--- config.mk ---
export PLATFORM = sky130hd
export DESIGN_NAME = weighted_priority_round_robin_sched
export DESIGN_NICKNAME = d
export VERILOG_FILES = /design/src/sv/wprr_pkg.sv /design/src/sv/wprr_ram.sv /design/src/sv/weighted_priority_round_robin_sched.sv
export SDC_FILE = /design/constraint.sdc
export NUM_CORES = 2
export LEC_CHECK = 0
export BUFFER_PORTS_ARGS = -buffer_cell sky130_fd_sc_hd__buf_2
export CORE_MARGIN = 1
export CORE_UTILIZATION = 68
export CTS_CLUSTER_SIZE = 14
export DETAILED_ROUTE_END_ITERATION = 7
export PLACE_DENSITY_LB_ADDON = 0.05
export SYNTH_ARGS = -nofsm -noshare
export SYNTH_HDL_FRONTEND = slang
export SYNTH_SLANG_ARGS = --single-unit
--- constraint.sdc ---
create_clock -name clk -period 19.4 [get_ports clk]
set_clock_uncertainty 0.05 [all_clocks]
set_input_delay 3.88 -clock clk [delete_from_list [all_inputs] [get_ports clk]]
set_output_delay 3.88 -clock clk [all_outputs]
set_load 0.01 [all_outputs]
--- src/sv/wprr_pkg.sv ---
// Package: types, codes and constants of the weighted round-robin scheduler
package wprr_pkg;

    typedef enum logic [2:0] {
        FN_ATTACH  = 3'd0,
        FN_ENQ     = 3'd1,
        FN_DEQ     = 3'd2,
        FN_PICK    = 3'd3,
        FN_CHPRIO  = 3'd4,
        FN_TICK    = 3'd5,
        FN_YIELD   = 3'd6,
        FN_BAD     = 3'd7
    } func_t;

    localparam logic [2:0] ST_OK          = 3'd0;
    localparam logic [2:0] ST_ALREADY     = 3'd1;
    localparam logic [2:0] ST_NOT_QUEUED  = 3'd2;
    localparam logic [2:0] ST_NOTHING     = 3'd3;
    localparam logic [2:0] ST_UNSUPPORTED = 3'd4;

    localparam logic [1:0] REG_SQM   = 2'd0;
    localparam logic [1:0] REG_SLICE = 2'd1;

    localparam logic [7:0] SLICE_RESET = 8'd10;

    typedef struct packed {
        logic [2:0] func;
        logic [5:0] thread_id;
        logic [6:0] prio_level;
        logic       current_runnable;
        logic       current_is_idle;
    } req_t;

    typedef struct packed {
        logic [2:0] status;
        logic [5:0] picked_thread;
        logic       picked_valid;
        logic       slice_expired;
    } rsp_t;

    typedef enum logic [4:0] {
        S_IDLE,
        S_RD,
        S_DEC,
        S_PUSH_RD,
        S_PUSH_WR,
        S_REFILL,
        S_BEST,
        S_HEAD_RD,
        S_UNL_RD,
        S_UNL_A,
        S_UNL_B,
        S_UNL_DONE,
        S_DONE
    } state_t;

endpackage

--- src/sv/wprr_ram.sv ---
// Generic single-port-write RAM with registered read
module wprr_ram #(
    parameter int WIDTH = 8,
    parameter int DEPTH = 64
) (
    input  logic                     clk,
    input  logic                     we,
    input  logic [$clog2(DEPTH)-1:0] waddr,
    input  logic [WIDTH-1:0]         wdata,
    input  logic [$clog2(DEPTH)-1:0] raddr,
    output logic [WIDTH-1:0]         rdata
);

    logic [WIDTH-1:0] mem [DEPTH];

    always_ff @(posedge clk)
    begin
        if (we)
        begin
            mem[waddr] <= wdata;
        end
        rdata <= mem[raddr];
    end

endmodule

--- src/sv/weighted_priority_round_robin_sched.sv ---
// Top level: weighted priority round-robin scheduler with level budgets
// Pick uses a one-level-per-cycle scan that can run over all 32 levels twice around a
// budget refill.
// Throughput: one beat in flight; next input accepted the cycle after the result is taken.
// Reset: queued flags and active mask clear, budgets load their level weights,
// single_queue_mode=0, slice_ticks=10; link, level, head, tail and slice memories hold
// undefined data until written.
module weighted_priority_round_robin_sched #(
    parameter int THREADS      = 64,
    parameter int LEVELS       = 32,
    parameter int EXT_PRIO_MIN = 1,
    parameter int EXT_PRIO_MAX = 99
) (
    input  logic                 clk,
    input  logic                 rst_n,
    input  logic                 in_valid,
    output logic                 in_stall,
    input  wprr_pkg::req_t       in_data,
    output logic                 out_valid,
    input  logic                 out_stall,
    output wprr_pkg::rsp_t       out_data,
    input  logic                 psel,
    input  logic                 penable,
    input  logic                 pwrite,
    input  logic [2:0]           paddr,
    input  logic [31:0]          pwdata,
    output logic [31:0]          prdata,
    output logic                 pready
);

    localparam int AW = $clog2(THREADS);
    localparam int LW = $clog2(LEVELS);
    localparam int SPAN = EXT_PRIO_MAX - EXT_PRIO_MIN;
    localparam logic [LW-1:0] TOP = LW'(LEVELS - 1);

    // per-thread word: level, next, prev, slice
    localparam int EW = LW + 2 * AW + 8;
    localparam int HW = 2 * AW;

    logic          sqm_reg;
    logic [7:0]    slice_reg;

    assign pready = 1'b1;
    always_comb
    begin
        case (paddr[2])
            wprr_pkg::REG_SQM[0]: prdata = {31'd0, sqm_reg};
            default:              prdata = {24'd0, slice_reg};
        endcase
    end

    always_ff @(posedge clk or negedge rst_n)
    begin
        if (!rst_n)
        begin
            sqm_reg   <= 1'b0;
            slice_reg <= wprr_pkg::SLICE_RESET;
        end
        else if (psel && penable && pwrite)
        begin
            if (paddr[2] == wprr_pkg::REG_SQM[0])
            begin
                sqm_reg <= pwdata[0];
            end
            else
            begin
                slice_reg <= pwdata[7:0];
            end
        end
    end

    // thread memory
    logic          tm_we;
    logic [AW-1:0] tm_wa, tm_ra;
    logic [EW-1:0] tm_wd, tm_rd;
    wprr_ram #(.WIDTH(EW), .DEPTH(THREADS)) u_tmem (
        .clk(clk), .we(tm_we), .waddr(tm_wa), .wdata(tm_wd), .raddr(tm_ra), .rdata(tm_rd)
    );
    // level memory: head, tail
    logic          lm_we;
    logic [LW-1:0] lm_wa, lm_ra;
    logic [HW-1:0] lm_wd, lm_rd;
    wprr_ram #(.WIDTH(HW), .DEPTH(LEVELS)) u_lmem (
        .clk(clk), .we(lm_we), .waddr(lm_wa), .wdata(lm_wd), .raddr(lm_ra), .rdata(lm_rd)
    );

    function automatic logic [LW-1:0] ent_lvl(input logic [EW-1:0] e);
        return e[EW-1 -: LW];
    endfunction
    function automatic logic [AW-1:0] ent_nx(input logic [EW-1:0] e);
        return e[2*AW+7 -: AW];
    endfunction
    function automatic logic [AW-1:0] ent_pv(input logic [EW-1:0] e);
        return e[AW+7 -: AW];
    endfunction

    function automatic logic [LW-1:0] scale(input logic [6:0] p);
        logic [31:0] v;
        if (int'(p) < EXT_PRIO_MIN)
        begin
            return '0;
        end
        v = ((32'(p) - 32'(EXT_PRIO_MIN)) * 32'(LEVELS - 1) + 32'(SPAN / 2)) / 32'(SPAN);
        if (v > 32'(LEVELS - 1))
        begin
            v = 32'(LEVELS - 1);
        end
        return v[LW-1:0];
    endfunction

    // scaled level as a constant table over all 7-bit priorities
    logic [LW-1:0] scale_tab [128];
    always_comb
    begin
        for (int i = 0; i < 128; i++)
        begin
            scale_tab[i] = scale(7'(i));
        end
    end

    wprr_pkg::state_t state_reg, state_next;
    wprr_pkg::req_t   req_reg;
    logic [THREADS-1:0] queued_reg, queued_next;
    logic [LEVELS-1:0]  active_reg, active_next;
    logic [3:0]         budget_reg [LEVELS];
    logic [3:0]         budget_next [LEVELS];
    logic               out_valid_reg, out_valid_next;
    wprr_pkg::rsp_t     rsp_reg, rsp_next;

    // working registers
    logic [AW-1:0] t_reg, t_next;          // thread being linked/unlinked
    logic [LW-1:0] l_reg, l_next;          // its level
    logic [EW-1:0] e_reg, e_next;          // its entry
    logic [HW-1:0] ht_reg, ht_next;        // head/tail of l_reg
    logic [AW-1:0] o_reg, o_next;          // neighbor thread
    logic [1:0]    ph_reg, ph_next;        // sub-phase
    logic [2:0]    ret_reg, ret_next;      // continuation after push/unlink
    logic [LW-1:0] nl_reg, nl_next;        // new level for change priority
    logic [LW:0]   scan_reg, scan_next;    // best-level scan
    logic          refilled_reg, refilled_next;

    localparam logic [2:0] RET_DONE = 3'd0;
    localparam logic [2:0] RET_PICK = 3'd1;
    localparam logic [2:0] RET_CHP  = 3'd2;
    localparam logic [2:0] RET_PICKED = 3'd3;

    logic tid_ok;
    assign tid_ok = {26'd0, req_reg.thread_id} < 32'(THREADS);
    logic [AW-1:0] tid;
    assign tid = AW'(req_reg.thread_id);

    assign in_stall  = (state_reg != wprr_pkg::S_IDLE) || out_valid_reg;
    assign out_valid = out_valid_reg;
    assign out_data  = rsp_reg;

    logic [LW-1:0] scan_l;
    assign scan_l = scan_reg[LW-1:0];

    always_comb
    begin
        state_next    = state_reg;
        queued_next   = queued_reg;
        active_next   = active_reg;
        budget_next   = budget_reg;
        out_valid_next = out_valid_reg && out_stall;
        rsp_next      = rsp_reg;
        t_next = t_reg; l_next = l_reg; e_next = e_reg; ht_next = ht_reg;
        o_next = o_reg; ph_next = ph_reg; ret_next = ret_reg; nl_next = nl_reg;
        scan_next = scan_reg; refilled_next = refilled_reg;
        tm_we = 1'b0; tm_wa = t_reg; tm_wd = e_reg; tm_ra = tid;
        lm_we = 1'b0; lm_wa = l_reg; lm_wd = ht_reg; lm_ra = l_reg;
        case (state_reg)
            wprr_pkg::S_IDLE:
            begin
                if (in_valid && !in_stall)
                begin
                    rsp_next = '0;
                    state_next = wprr_pkg::S_RD;
                end
            end
            wprr_pkg::S_RD:
            begin
                // tm read of tid issued here
                tm_ra = tid;
                t_next = tid;
                ret_next = RET_DONE;
                refilled_next = 1'b0;
                state_next = wprr_pkg::S_DEC;
            end
            wprr_pkg::S_DEC:
            begin
                e_next = tm_rd;
                l_next = ent_lvl(tm_rd);
                ph_next = 2'd0;
                state_next = wprr_pkg::S_DONE;
                case (req_reg.func)
                    wprr_pkg::FN_PICK:
                    begin
                        ret_next = RET_PICK;
                        if (tid_ok && !req_reg.current_is_idle && req_reg.current_runnable
                            && !queued_reg[tid])
                        begin
                            state_next = wprr_pkg::S_PUSH_RD;
                        end
                        else
                        begin
                            state_next = wprr_pkg::S_REFILL;
                        end
                    end
                    default:
                    begin
                        if (req_reg.func == wprr_pkg::FN_BAD || !tid_ok)
                        begin
                            rsp_next.status = wprr_pkg::ST_UNSUPPORTED;
                        end
                        else
                        begin
                            case (req_reg.func)
                                wprr_pkg::FN_ATTACH:
                                begin
                                    if (queued_reg[tid])
                                    begin
                                        rsp_next.status = wprr_pkg::ST_ALREADY;
                                    end
                                    else
                                    begin
                                        tm_we = 1'b1; tm_wa = tid;
                                        tm_wd = {sqm_reg ? TOP : scale_tab[req_reg.prio_level],
                                                 tm_rd[2*AW+7:8], slice_reg};
                                    end
                                end
                                wprr_pkg::FN_ENQ:
                                begin
                                    if (queued_reg[tid])
                                    begin
                                        rsp_next.status = wprr_pkg::ST_ALREADY;
                                    end
                                    else
                                    begin
                                        state_next = wprr_pkg::S_PUSH_RD;
                                    end
                                end
                                wprr_pkg::FN_DEQ:
                                begin
                                    if (!queued_reg[tid])
                                    begin
                                        rsp_next.status = wprr_pkg::ST_NOT_QUEUED;
                                    end
                                    else
                                    begin
                                        state_next = wprr_pkg::S_UNL_RD;
                                    end
                                end
                                wprr_pkg::FN_CHPRIO:
                                begin
                                    nl_next = scale_tab[req_reg.prio_level];
                                    if (sqm_reg)
                                    begin
                                        rsp_next.status = wprr_pkg::ST_UNSUPPORTED;
                                    end
                                    else if (scale_tab[req_reg.prio_level] != ent_lvl(tm_rd))
                                    begin
                                        if (queued_reg[tid])
                                        begin
                                            ret_next = RET_CHP;
                                            state_next = wprr_pkg::S_UNL_RD;
                                        end
                                        else
                                        begin
                                            tm_we = 1'b1; tm_wa = tid;
                                            tm_wd = {scale_tab[req_reg.prio_level],
                                                     tm_rd[EW-LW-1:0]};
                                        end
                                    end
                                end
                                wprr_pkg::FN_TICK:
                                begin
                                    tm_we = 1'b1; tm_wa = tid;
                                    if (tm_rd[7:0] == 8'd0)
                                    begin
                                        rsp_next.slice_expired = 1'b1;
                                        tm_wd = tm_rd;
                                    end
                                    else
                                    begin
                                        rsp_next.slice_expired = (tm_rd[7:0] == 8'd1);
                                        tm_wd = {tm_rd[EW-1:8], tm_rd[7:0] - 8'd1};
                                    end
                                end
                                default:
                                begin
                                    tm_we = 1'b1; tm_wa = tid;
                                    tm_wd = {tm_rd[EW-1:8], slice_reg};
                                end
                            endcase
                        end
                    end
                endcase
            end
            // push t_reg (entry e_reg) to tail of l_reg
            wprr_pkg::S_PUSH_RD:
            begin
                if (ph_reg == 2'd0)
                begin
                    lm_ra = l_reg;
                    ph_next = 2'd1;
                end
                else if (ph_reg == 2'd1)
                begin
                    ht_next = lm_rd;
                    o_next = lm_rd[AW-1:0];
                    tm_ra = lm_rd[AW-1:0];
                    ph_next = 2'd2;
                end
                else
                begin
                    state_next = wprr_pkg::S_PUSH_WR;
                    if (active_reg[l_reg])
                    begin
                        tm_we = 1'b1; tm_wa = o_reg;
                        tm_wd = {tm_rd[EW-1 -: LW], t_reg, tm_rd[AW+7:0]};
                        e_next = {e_reg[EW-1 -: LW], t_reg, o_reg, e_reg[7:0]};
                        ht_next = {ht_reg[HW-1 -: AW], t_reg};
                    end
                    else
                    begin
                        e_next = {e_reg[EW-1 -: LW], t_reg, t_reg, e_reg[7:0]};
                        ht_next = {t_reg, t_reg};
                    end
                end
            end
            wprr_pkg::S_PUSH_WR:
            begin
                tm_we = 1'b1; tm_wa = t_reg; tm_wd = e_reg;
                lm_we = 1'b1; lm_wa = l_reg; lm_wd = ht_reg;
                queued_next[t_reg] = 1'b1;
                active_next[l_reg] = 1'b1;
                if (ret_reg == RET_PICK)
                begin
                    state_next = wprr_pkg::S_REFILL;
                end
                else
                begin
                    state_next = wprr_pkg::S_DONE;
                end
            end
            wprr_pkg::S_REFILL:
            begin
                if (budget_reg[0] == 4'd0)
                begin
                    for (int i = 0; i < LEVELS; i++)
                    begin
                        budget_next[i] = 4'(1 << (i >> 3));
                    end
                end
                scan_next = (LW+1)'(LEVELS - 1);
                state_next = wprr_pkg::S_BEST;
            end
            wprr_pkg::S_BEST:
            begin
                if (active_reg[scan_l] && budget_reg[scan_l] != 4'd0)
                begin
                    l_next = scan_l;
                    lm_ra = scan_l;
                    state_next = wprr_pkg::S_HEAD_RD;
                end
                else if (scan_l == '0)
                begin
                    if (refilled_reg)
                    begin
                        rsp_next.status = wprr_pkg::ST_NOTHING;
                        state_next = wprr_pkg::S_DONE;
                    end
                    else
                    begin
                        for (int i = 0; i < LEVELS; i++)
                        begin
                            budget_next[i] = 4'(1 << (i >> 3));
                        end
                        refilled_next = 1'b1;
                        scan_next = (LW+1)'(LEVELS - 1);
                    end
                end
                else
                begin
                    scan_next = scan_reg - (LW+1)'(1);
                end
            end
            wprr_pkg::S_HEAD_RD:
            begin
                t_next = lm_rd[HW-1 -: AW];
                tm_ra = lm_rd[HW-1 -: AW];
                ht_next = lm_rd;
                ret_next = RET_PICKED;
                ph_next = 2'd2;
                state_next = wprr_pkg::S_UNL_RD;
            end
            // unlink t_reg from l_reg
            wprr_pkg::S_UNL_RD:
            begin
                if (ph_reg == 2'd0)
                begin
                    lm_ra = l_reg;
                    ph_next = 2'd1;
                end
                else if (ph_reg == 2'd1)
                begin
                    ht_next = lm_rd;
                    state_next = wprr_pkg::S_UNL_A;
                end
                else
                begin
                    e_next = tm_rd;
                    state_next = wprr_pkg::S_UNL_A;
                end
            end
            wprr_pkg::S_UNL_A:
            begin
                // is_head: ht[HW-1 -: AW]==t, is_tail: ht[AW-1:0]==t
                if (ht_reg[HW-1 -: AW] == t_reg && ht_reg[AW-1:0] == t_reg)
                begin
                    active_next[l_reg] = 1'b0;
                    state_next = wprr_pkg::S_UNL_DONE;
                end
                else
                begin
                    if (ht_reg[HW-1 -: AW] == t_reg)
                    begin
                        ht_next = {ent_nx(e_reg), ht_reg[AW-1:0]};
                        state_next = wprr_pkg::S_UNL_B;
                        tm_ra = ent_nx(e_reg);
                        ph_next = 2'd1;
                    end
                    else
                    begin
                        tm_ra = ent_pv(e_reg);
                        ph_next = 2'd0;
                        state_next = wprr_pkg::S_UNL_B;
                    end
                end
            end
            wprr_pkg::S_UNL_B:
            begin
                if (ph_reg == 2'd0)
                begin
                    // write next of prev
                    tm_we = 1'b1; tm_wa = ent_pv(e_reg);
                    tm_wd = {tm_rd[EW-1 -: LW], ent_nx(e_reg), tm_rd[AW+7:0]};
                    tm_ra = ent_nx(e_reg);
                    ph_next = 2'd1;
                end
                else if (ph_reg == 2'd1)
                begin
                    ph_next = 2'd2;
                    if (ht_reg[AW-1:0] == t_reg)
                    begin
                        ht_next = {ht_reg[HW-1 -: AW], ent_pv(e_reg)};
                    end
                    else
                    begin
                        tm_we = 1'b1; tm_wa = ent_nx(e_reg);
                        tm_wd = {tm_rd[EW-1 -: AW+LW], ent_pv(e_reg), tm_rd[7:0]};
                    end
                end
                else
                begin
                    lm_we = 1'b1; lm_wa = l_reg; lm_wd = ht_reg;
                    state_next = wprr_pkg::S_UNL_DONE;
                end
            end
            wprr_pkg::S_UNL_DONE:
            begin
                queued_next[t_reg] = 1'b0;
                ph_next = 2'd0;
                state_next = wprr_pkg::S_DONE;
                if (ret_reg == RET_CHP)
                begin
                    l_next = nl_reg;
                    e_next = {nl_reg, e_reg[EW-LW-1:0]};
                    ret_next = RET_DONE;
                    state_next = wprr_pkg::S_PUSH_RD;
                end
                else if (ret_reg == RET_PICKED)
                begin
                    if (budget_reg[l_reg] != 4'd0)
                    begin
                        budget_next[l_reg] = budget_reg[l_reg] - 4'd1;
                    end
                    tm_we = 1'b1; tm_wa = t_reg;
                    tm_wd = {e_reg[EW-1:8], slice_reg};
                    rsp_next.picked_thread = 6'(t_reg);
                    rsp_next.picked_valid = 1'b1;
                end
            end
            wprr_pkg::S_DONE:
            begin
                out_valid_next = 1'b1;
                state_next = wprr_pkg::S_IDLE;
            end
            default:
            begin
                state_next = wprr_pkg::S_IDLE;
            end
        endcase
    end

    always_ff @(posedge clk or negedge rst_n)
    begin
        if (!rst_n)
        begin
            state_reg     <= wprr_pkg::S_IDLE;
            queued_reg    <= '0;
            active_reg    <= '0;
            out_valid_reg <= 1'b0;
            for (int i = 0; i < LEVELS; i++)
            begin
                budget_reg[i] <= 4'(1 << (i >> 3));
            end
        end
        else
        begin
            state_reg     <= state_next;
            queued_reg    <= queued_next;
            active_reg    <= active_next;
            out_valid_reg <= out_valid_next;
            budget_reg    <= budget_next;
        end
    end

    always_ff @(posedge clk)
    begin
        if (in_valid && !in_stall)
        begin
            req_reg <= in_data;
        end
        rsp_reg <= rsp_next;
        t_reg <= t_next; l_reg <= l_next; e_reg <= e_next; ht_reg <= ht_next;
        o_reg <= o_next; ph_reg <= ph_next; ret_reg <= ret_next; nl_reg <= nl_next;
        scan_reg <= scan_next; refilled_reg <= refilled_next;
    end

`ifndef SYNTHESIS
    a_one_beat: assert property (@(posedge clk) disable iff (!rst_n)
        out_valid |-> state_reg == wprr_pkg::S_IDLE)
        else $error("result shown while busy");
    a_no_accept: assert property (@(posedge clk) disable iff (!rst_n)
        (in_valid && !in_stall) |=> state_reg == wprr_pkg::S_RD)
        else $error("accepted beat not started");
    a_pick_valid: assert property (@(posedge clk) disable iff (!rst_n)
        (out_valid && out_data.picked_valid) |-> out_data.status == wprr_pkg::ST_OK)
        else $error("picked with bad status");
`endif

endmodule

; ---- Word-level counts from Yosys, hierarchy flattened
; Memories as Yosys holds them, arrays and structs flattened. A register that Yosys moved wholly into a read port is not among the register bits.
; Index checks and enable logic that the tools add are counted.
[totals]
regBits = 339
ramBits = 1984
romBits = 640
in_bits = 60
memories = 3
[classes]
addsub = 3
n_lt_le_gt_ge = 10
eq_ne = 66
muxes = 177
n_bitwise = 17
n_reduce_logical = 65
[mem_list]
columns = memory, depth, width, rd, rd_clocked_by_memory_dff, wr, line_no
row1 = u_tmem.mem, 64, 25, 1, 1, 1, wprr_ram.sv:14  ; logic [WIDTH-1:0] mem [DEPTH];
row2 = (no name shown), 128, 5, 1, 0, 0, weighted_priority_round_robin_sched.sv:271  ; tm_wd = {scale_tab[req_reg.prio_level],
row3 = u_lmem.mem, 32, 12, 1, 1, 1, wprr_ram.sv:14
[ops]
columns = operator, n
row1 = $mux W128, 7
row2 = $pmux W128 S3, 1
row3 = $mux W25, 15
row4 = $pmux W25 S4, 3
row5 = $mux W6, 22
row6 = $bwmux W128, 1
row7 = $pmux W64 S2, 1
row8 = $mux W12, 7
row9 = $mux W5, 16
row10 = $and A64 B64 Y64, 1
row11 = $not A64 Y64, 1
row12 = $or A64 B64 Y64, 1
row13 = $pmux W32 S2, 1
row14 = $pmux W12 S5, 1
row15 = $pmux W5 S12, 1
row16 = $mux W3, 19
row17 = $ne A2 B2 Y1 const B, 25
row18 = $bmux W4 S5, 2
row19 = $mux W20, 2
row20 = $mux W4, 9
row21 = $pmux W6 S3, 2
row22 = $mux W1, 33
row23 = $and A32 B32 Y32, 1
row24 = $mux W32, 1
row25 = other kinds (74), 165

; ---- Depth between registers and ports, before layout
[logic_depth]
depth_word = 13
mapped_depth = 17

; ---- Hierarchy
; A second synthesis with hierarchy kept.
[hier_totals]
cells_unflattened = 6158
area_unflattened_um2 = 99571.7
[modules_own_cells]
columns = module, instances, cells_per_inst, area_per_inst_um2
row1 = wprr_ram at u_tmem, 1, 2884, 62517.5
row2 = weighted_priority_round_robin_sched, 1, 2406, 21585.7
row3 = wprr_ram at u_lmem, 1, 868, 15468.6

; ---- Worst setup path after synthesis
; OpenSTA, ideal clock, no wires.
[synth_timing]
path_kind = input port to output port
from = input port paddr[2]
to = output port prdata[0]
arrival_ns = 4.466
path_slack_ns = 11.004
cell_stages = 2
n_path_buf = 1
path_cell_list = clkbuf_1 -> mux2_2
[synth_via]
elab_chain_cells = 1
[synth_rtl]
columns = element, line_no
row1 = from (decl), weighted_priority_round_robin_sched.sv:25  ; input logic [2:0] paddr,
row2 = $mux W8, weighted_priority_round_robin_sched.sv:46  ; case (paddr[2])
row3 = to (decl), weighted_priority_round_robin_sched.sv:27  ; output logic [31:0] prdata,
; Every way passes these cells.

; ---- Worst setup path after layout
; Ends and elaborated chain as after synthesis.

==> qor.json <==
{
  "synth_cell_type_count": {"value": 98},
  "timing.critical_path.arrival": {"value": 4520, "unit": "ps"},
  "clock_sink_count": {"value": 2357},
  "clock_tree.buffer_depth": {"value": 3},
  "crit_end_element": {"value": "output pin"},
  "final_max_slew_viol_count": {"value": 0},
  "final.period_utilization": {"value": 43.6, "unit": "%"},
  "place_hpwl": {"value": 156, "unit": "mm"},
  "result_of_the_run": {"value": "completed"},
  "power.total": {"value": 17.8, "unit": "mW"},
  "grtUsageMet1": {"value": 49.6, "unit": "%"},
  "post_drt_via_cell_ratio": {"value": 6.99},
  "critical_path_class": {"value": "in2out"},
  "fin_util": {"value": 75.3, "unit": "%"},
  "power.ir.vdd_worst": {"value": 174, "unit": "uV"},
  "final_antenna_net_count": {"value": 0},
  "postRouteWirelength": {"value": 275, "unit": "mm"},
  "via_total_after_detailed_routing": {"value": 67380},
  "globalRoute.busiestLayer": {"value": "met2"},
  "post-synth-top-count-cell": {"value": "edfxtp_1"},
  "worstPathMaxFanout": {"value": 10},
  "synth.yosys.warnings": {"value": 0},
  "design.final.nets": {"value": 7588},
  "drt_pre_antenna_iters": {"value": 8},
  "main_combinational_cell_family_by_area_after_synthesis": {"value": "compound AO/OA/AOI/OAI gates"},
  "share_of_final_layout_standard_cells_stronger_than_drive_strength_1": {"value": 11.2, "unit": "%"},
  "maxSlewHeadroom": {"value": 11.7, "unit": "%"},
  "synth.cells.most_frequent": {"value": "edfxtp_1 (2082), nand2_1 (1191), a21oi_1 (840)"},
  "timing.fmax": {"value": 118, "unit": "MHz"},
  "pre_cts_ws": {"value": 10950, "unit": "ps"},
  "yosys.area_share.adder": {"value": 0.143, "unit": "%"},
  "largest_reg_flops": {"value": 1600},
  "fin_ws": {"value": 10950, "unit": "ps"},
  "place_area": {"value": 0.102, "unit": "mm2"},
  "finalCriticalPeriod": {"value": 8450, "unit": "ps"},
  "hold_ws": {"value": 437, "unit": "ps"},
  "cts_hold_buffers": {"value": 0},
  "max_slew.worst_pin.slew": {"value": 1320, "unit": "ps"},
  "num_cts_buffers": {"value": 224},
  "rows": {"value": 140},
  "grt_start_max_net_pins": {"value": 211},
  "timing_hold_violations_final": {"value": 0},
  "finalInstanceArea": {"value": 0.109, "unit": "mm2"},
  "die_width": {"value": 385, "unit": "um"},
  "power-per-cell-area": {"value": 162, "unit": "mW/mm2"},
  "grt_pass1_wl": {"value": 404, "unit": "mm"},
  "timing.max_cap.violations": {"value": 0},
  "coreArea": {"value": 0.145, "unit": "mm2"},
  "synthMuxAreaShare": {"value": 3.97, "unit": "%"},
  "syn2layout_area_growth": {"value": 10.0, "unit": "%"},
  "initial_antenna_violation_count": {"value": 14},
  "synth-async-reset-ratio": {"value": 10.1, "unit": "%"},
  "leakage": {"value": 38.0, "unit": "nW"},
  "vias_in_the_first_global_route": {"value": 64186},
  "setup_repair_after_global_routing_missed_its_margin": {"value": "no"},
  "synth-compound-area-share": {"value": 13.9, "unit": "%"},
  "placed_cells": {"value": 9210},
  "synthXorXnorAreaFrac": {"value": 0.220, "unit": "%"},
  "htree_num_levels": {"value": 4},
  "synth_top_cells_by_area": {"value": "edfxtp_1 (63%), dfrtp_1 (5.1%), nand2_1 (4.5%)"},
  "synth_area_per_cell": {"value": 13.1, "unit": "um2"},
  "die_h": {"value": 385, "unit": "um"},
  "globalRouteOverflowTotal": {"value": 0},
  "grtUsageMet2": {"value": 59.1, "unit": "%"},
  "gp_routability_congestion": {"value": 0.941},
  "non_filler_cells_final": {"value": 9637},
  "cts_setup_buffers": {"value": 0},
  "clock-root-buffer": {"value": "clkbuf_16"},
  "drcViolationCount": {"value": 0},
  "timing.setup.tns": {"value": 0, "unit": "ps"},
  "start_util": {"value": 68.5, "unit": "%"},
  "post_synth_and_or_nand_nor_area_fraction": {"value": 9.25, "unit": "%"},
  "ctsResizeCount": {"value": 0},
  "clk_pin_slew_worst_setup_hold_paths": {"value": 60, "unit": "ps"},
  "setup_violations": {"value": 0},
  "syn_area": {"value": 0.0995, "unit": "mm2"},
  "worstPathRequired": {"value": 15470, "unit": "ps"},
  "synth_sequential_area_ratio": {"value": 69.6, "unit": "%"},
  "cts_tree": {"value": "done"},
  "synth_largest_area_cell": {"value": "edfxtp_1"},
  "clock_insertion_delay_worst_skew": {"value": 850, "unit": "ps"},
  "boundaryPins": {"value": 106},
  "routed_wire_length_per_instance": {"value": 28.6, "unit": "um"},
  "hold_crit_path_type": {"value": "reg2reg"},
  "synth_enable_flop_cells": {"value": 2082},
  "placement.io_buffers": {"value": 54},
  "synth_top_area_share": {"value": 62.8, "unit": "%"},
  "synth_ff_type": {"value": "edfxtp_1"},
  "gr-usage-met3": {"value": 6.23, "unit": "%"},
  "die_area": {"value": 0.148, "unit": "mm2"},
  "worstSetupStartpointType": {"value": "primary input"},
  "yosys_register_bits": {"value": 2357},
  "grt_util_all_layers": {"value": 37.0, "unit": "%"},
  "drt-initial-drc-count": {"value": 9038},
  "postSynthCellCount": {"value": 7612}
}
power by group:
group	switching, mW	total, mW	internal, mW
sequential	0.352	7.24	6.89
clock	1.88	4.33	2.45
combinational	4.61	6.18	1.57
worst max-delay path, cell delays in order:
cell and delay (ps):
buf_2 160, mux2_2 340, buf_2 140
worst paths after layout:
path,cells past startpoint,start,end,slack [ps]
worst max register to register,14,ht_reg[0]$_DFFE_PP_,u_tmem.rdata[20]$_DFF_P_,11240
max in group asynchronous,3,rst_n,asynchronous set/reset pin,13920
worst min register to register,2,budget_reg[100]$_DFFE_PN1P_,budget_reg[100]$_DFFE_PN1P_,440
min in group asynchronous,1,rst_n,asynchronous set/reset pin,2990
worst min-delay path,2,budget_reg[100]$_DFFE_PN1P_,budget_reg[100]$_DFFE_PN1P_,440
worst max-delay path,3,paddr[2],prdata[0],10950
cell usage in the layout, fill, tap and decap left out, types with 60 or more instances in the layout:
cell       instances
mux2i_1          223
a211oi_1         114
edfxtp_1        2082
o21ai_0          150
and3_1           156
a21boi_0         100
a221oi_1         207
inv_1            105
nand3_1          208
clkbuf_16        230
o32ai_1           98
a21oi_1          839
nor2_1           220
buf_4            207
a31oi_1          212
a22oi_1           60
dfrtp_1          204
nand2_1         1189
mux4_2            62
layer usage:
metal  up-vias  wire [um]
li1      29026          -
met2      4241     132000
met1     33307     101000
met4         6      14600
met5         -         34
met3       800      27600
cell type report:
cell class              instances  area (um2)
clock buffers                 308        6240
well taps                    1917        2400
diodes                          7        17.5
fillers                      8965       35900
flip-flops and latches       2357       69300
clock inverters               112        1070
inverters                     113         424
repair buffers                269        1990
multi-input cells            4554       28100
cells by family (layout without fill, tap and decap cells):
| group | Yosys count | in the layout |
|---|---|---|
| adders and majority gates | 12 | 12 |
| other | 2 | 32 |
| DFF | 2357 | 2357 |
| buffers and inverters | 724 | 802 |
| muxes | 313 | 313 |
| and+or+nand+nor | 2073 | 2073 |
| AOI/OAI and AO/OA | 2106 | 2106 |
| xor gates and xnor gates | 25 | 25 |
Note: power is estimated with default switching activity, not from simulation.
